==> config.mk <==
export PLATFORM = sky130hd
export DESIGN_NAME = tpcc_ctrl
export DESIGN_NICKNAME = d
export VERILOG_FILES = /design/src/hw/rtl/tpcc_pkg.sv /design/src/hw/rtl/tpcc_ctrl.sv
export SDC_FILE = /design/constraint.sdc
export NUM_CORES = 1
export LEC_CHECK = 0
export BUFFER_PORTS_ARGS = -buffer_cell sky130_fd_sc_hd__clkbuf_2
export CAP_MARGIN = 20
export CORE_AREA = 2 2 39 41
export CTS_CLUSTER_SIZE = 30
export DETAILED_ROUTE_END_ITERATION = 8
export DIE_AREA = 0 0 41 43
export PLACE_DENSITY = 0.5
export SYNTH_ARGS = -nofsm -noshare
export SYNTH_HDL_FRONTEND = slang
export SYNTH_SLANG_ARGS = --single-unit
==> constraint.sdc <==
create_clock -name clk -period 3 [get_ports clk]
set_input_delay 0.3 -clock clk [delete_from_list [all_inputs] [get_ports clk]]
set_output_delay 0.3 -clock clk [all_outputs]
set_load 0.02 [all_outputs]
==> src/hw/rtl/tpcc_pkg.sv <==
// ----------------------------------------------------------------------------
// tpcc_pkg
// Shared types and constants of the trie prefix conflict checker.
// ----------------------------------------------------------------------------
package tpcc_pkg;

    localparam int NODES    = 1024;
    localparam int ALPHABET = 16;
    localparam int SYM_W    = 4;
    localparam int NODE_W   = $clog2(NODES);
    localparam int ALPHA_W  = $clog2(ALPHABET);
    localparam int SLOT_W   = NODE_W + ALPHA_W;
    localparam int FREE_W   = NODE_W + 1;
    localparam int SLOTS    = NODES * ALPHABET;

    typedef struct packed {
        logic             opcode;
        logic [SYM_W-1:0] symbol;
        logic             last_symbol;
    } in_item_t;

    typedef struct packed {
        logic prefix_free;
        logic word_complete;
        logic table_full;
    } out_item_t;

    localparam logic OP_SYMBOL  = 1'b0;
    localparam logic OP_NEW_SET = 1'b1;

    typedef struct packed {
        logic [SLOT_W-1:0] parent;
        logic              word_end;
    } node_info_t;

    typedef struct packed {
        logic capture;
        logic rd_info;
        logic check;
        logic mark;
        logic load_out;
    } ctrl_cmd_t;

    typedef struct packed {
        logic direct;
        logic alloc;
        logic out_free;
    } dp_status_t;

endpackage

==> src/hw/rtl/tpcc_ctrl.sv <==
// ----------------------------------------------------------------------------
// tpcc_ctrl
// Sequencer for one item: capture, node lookup, check, parent mark (on allocation only), result.
// ----------------------------------------------------------------------------
module tpcc_ctrl (
    input  logic                clk,
    input  logic                rst_n,
    input  logic                in_valid,
    output logic                in_ready,
    input  tpcc_pkg::dp_status_t status,
    output tpcc_pkg::ctrl_cmd_t  cmd
);
    import tpcc_pkg::*;

    typedef enum logic [4:0] {
        S_IDLE  = 5'b00001,
        S_LOOK  = 5'b00010,
        S_CHECK = 5'b00100,
        S_MARK  = 5'b01000,
        S_DONE  = 5'b10000
    } state_t;

    state_t state_reg;
    state_t state_next;

    always_ff @(posedge clk or negedge rst_n)
    begin
        if (!rst_n)
        begin
            state_reg <= S_IDLE;
        end
        else
        begin
            state_reg <= state_next;
        end
    end

    always_comb
    begin
        state_next = state_reg;
        cmd        = '0;
        in_ready   = 1'b0;
        case (state_reg)
            S_IDLE:
            begin
                in_ready = 1'b1;
                if (in_valid)
                begin
                    cmd.capture = 1'b1;
                    state_next  = status.direct ? S_DONE : S_LOOK;
                end
            end
            S_LOOK:
            begin
                cmd.rd_info = 1'b1;
                state_next  = S_CHECK;
            end
            S_CHECK:
            begin
                cmd.check  = 1'b1;
                state_next = status.alloc ? S_MARK : S_DONE;
            end
            S_MARK:
            begin
                cmd.mark   = 1'b1;
                state_next = S_DONE;
            end
            S_DONE:
            begin
                if (status.out_free)
                begin
                    cmd.load_out = 1'b1;
                    state_next   = S_IDLE;
                end
            end
            default:
            begin
                state_next = S_IDLE;
            end
        endcase
    end

endmodule

* Yosys cells after proc, flatten, opt, wreduce, memory -nomap -nowiden
Index checks and enable logic that the tools add are counted. Widths: inputs -> output; s select.
Operators by class: eq/ne operators 7, mux-type cells 13, reduce and logical (&&, ||, !) cells 1
Operator list (number):
- $pmux 5 s5 | 1
- $mux 5 | 4
- $mux 1 | 8
- $eq 5x1->1 const B | 1
- $eq 5x2->1 const B | 1
- $eq 5x3->1 const B | 1
- $eq 5x4->1 const B | 1
- $eq 5x5->1 const B | 1
- $ne 2x2->1 const B | 2
- $reduce_and 2->1 | 1
Storage, ports and cells: flip-flop bits (word level) 5, output and inout port bits 6, logic and storage cells 22

* Longest topological paths before layout
depth after elaboration 3, mapped depth 4, depth with buffers taken out 4

* Worst setup path after synthesis
OpenSTA, ideal clock, no wires.
path kind reg2out, from reg state_reg[4], to out cmd[1] (netlist name), data arrival time 1.307 ns, required time 2.700 ns, path slack 1.393 ns, cell stages (with the launch flop) 3, path buffers 0, path through dfrtp_1 > nor2_2 > nor4b_1
RTL lines:
- start: declaration | RTL line tpcc_ctrl.sv:23 | state_t state_reg;
- start signal: assignment | RTL line tpcc_ctrl.sv:34 | state_reg <= state_next;
- end: declaration | RTL line tpcc_ctrl.sv:11 | output tpcc_pkg::ctrl_cmd_t cmd

==> results by group <==
Run status
  – Status: finished, final reports clean

Drt
  – Overall routed net length: 660 um
  – Final ANT Viol Nets: 0
  – Via/cell ratio: 4.48
  – Drt wl/cell: 10.6 um
  – DRT iter0 DRCs: 2
  – Post-route DRC violation count: 0
  – Vias: 278
  – Drt pass-1 iters: 2

Logic synthesis
  – Yosys cell types: 21
  – Most area-consuming cells after synthesis: dfrtp_1, dfstp_2, and3b_1
  – Synth Area per Inst: 10.4 um2
  – Largest area contributor in the netlist: dfrtp_1
  – Synthesized net count: 36
  – Share of the synthesized area in the top cell type: 0.321
  – Ys Warns: 0
  – Post-synthesis sequential area ratio: 0.406
  – Synthesized flop and latch total: 5
  – Gate Count Post-Synth: 30
  – Post-Syn Area: 312 um2

Critical path
  – Crit Path Category: reg -> out
  – RR Startpoint: state_reg[0]$_DFFE_PN1P_
  – CP Capture Type: output port
  – Req. time, crit path: 2700 ps
  – Critical Path Fanout Max: 5
  – Critical Path Start Type: flip-flop
  – Crit path capture: cmd[4]
  – Reg2Reg Depth: 4
  – Setup slack, reg-to-reg: 1690 ps
  – Critical path arrival: 1400 ps
  – Critical path launch point: state_reg[4]$_DFFE_PN0P_
  – RR Endpoint: state_reg[4]$_DFFE_PN0P_

Clock network
  – CTS tree: yes
  – H-Tree Depth: 1
  – Hold Buf Count CTS: 1
  – Post-cts sizing count: 0
  – Clock-pin slew on the worst setup and hold paths: 40 ps
  – Clock Path Buffers: 2
  – Clock Sinks: 5
  – Number of buffers created by CTS: 3
  – Clock Latency Late Sink: 240 ps
  – Setup repair bufs after CTS: 0
  – Root buffer cell: clkbuf_4

Hold path
  – Hold Crit Class: in -> reg
  – Worst hold path depth: 2
  – Hold_sp: status[2]

Placement
  – DPL Wire Length: 537 um
  – # port buffers: 11
  – Placed Area: 387 um2
  – Pre-CTS setup slack: 1550 ps
  – Final GP Congestion: 0.677

Final layout
  – Nets: 53
  – Post-route cell area: 423 um2
  – Area grow syn2layout: 35.7%
  – Multi-input gate area: 181 um2
  – Layout cells sized above 1: 0.413
  – Antenna diode count: 0
  – Largest register FFs: 5
  – Most frequent cells in the layout: clkbuf_2, dfrtp_1, clkbuf_4
  – Register area: 126 um2
  – Most common cell after layout, fill and taps aside: clkbuf_2
  – FILL cells: 158

STA
  – Setup ws final: 1300 ps
  – Relative slew margins: 0.836
  – Final setup violating endpoints: 0
  – Final number of hold-violating endpoints: 0
  – Fin. max-slew vios: 0
  – Fmax: 587 MHz
  – WHS: 230 ps
  – Final min period: 1700 ps
  – Final worst-path cycle share: 0.568
  – Slew @ Worst Pin: 244 ps
  – Setup TNS: 0 ps
  – Clock Skew: 4.94 ps
  – RSZ-0062 raised after global routing: false

Die
  – Die H: 43 um
  – Die area: 1760 um2
  – Cell Rows: 14
  – Top-level I/O count: 12
  – Chip width: 41 um
  – Initial Util: 0.225
  – Core area: 1380 um2

GRT
  – Vias in the first global route: 280
  – Congestion Overflow GR: 0
  – Initial antenna violation count: 0
  – Largest net degree at the start of global routing: 8
  – First-pass GRT wire length: 1120 um
  – Overall Global Routing Usage: 0.0960

Pwr
  – Peak supply drop: 268 uV
  – Cell Pwr Density: 760 nW/um2
  – P_leak: 0.219 nW

Flow run
  – Max_cap viols: 0
[worst max-delay path: stages, from the launching register on]
cell and delay (ps):
dfrtp_1 430, nor2_2 220, and3_4 220, and2_1 130, clkbuf_2 160
[worst min path at each step]
stage	slack [ps]	endpoint
4_1_cts	230	state_reg[1]$_DFFE_PN0P_
3_3_place_gp	120	state_reg[4]$_DFFE_PN0P_
6_report	230	state_reg[1]$_DFFE_PN0P_
3_5_place_dp	120	state_reg[3]$_DFFE_PN0P_
5_1_grt	230	state_reg[1]$_DFFE_PN0P_
2_1_floorplan	4	state_reg[1]$_DFFE_PN0P_
[cell type report]
type                            instances  share of cell area
Sequential cell                         5               0.299
Multi-Input combinational cell         24               0.429
Timing Repair Buffer                   12               0.154
Clock buffer                            4              0.0621
Inverter                                1             0.00888
Tap cell                               16              0.0473
[layer usage]
metal  global-route usage  up-vias  share of wire
met5                    0        -              0
met4               0.0600        0              0
met3               0.0314        0          0.045
met2                0.144        7           0.52
met1                0.111      128           0.43
li1                     -      143              -
[cell usage after synthesis, drive strengths merged]
master,instances
and3,3
and3b,2
o311ai,1
nor2b,2
o21ai,2
and2,2
or3b,1
nand2b,1
and4bb,1
inv,1
nor4b,1
a22o,1
nor3,2
dfrtp,4
a21o,1
dfstp,1
nor2,3
and4b,1
[logic make-up (layout without fill, tap and decap cells)]
family          after synthesis  count (layout)  synth area share
simple gates                 19              19             0.446
buf+inv                       1              17            0.0120
flops                         5               5             0.406
compound gates                5               5             0.137
[per-stage QoR]
| stage | utilization | total power, mW | cells |
|---|---|---|---|
| detailed placement | 0.279 | 0.250 | 57 |
| global route | 0.306 | 0.347 | 62 |
| CTS | 0.306 | 0.328 | 62 |
| floorplan | - | 0.209 | 30 |
| global placement | 0.279 | 0.250 | 57 |
| finish | 0.306 | 0.322 | 62 |
[power breakdown]
part	internal (mW)	leakage (nW)	total, mW	switching (mW)
Combinational	0.0656	0.138	0.133	0.0678
Sequential	0.0875	0.0654	0.114	0.0264
Clock	0.0501	0.0150	0.0744	0.0243
Note: power is estimated with default switching activity, not from simulation.
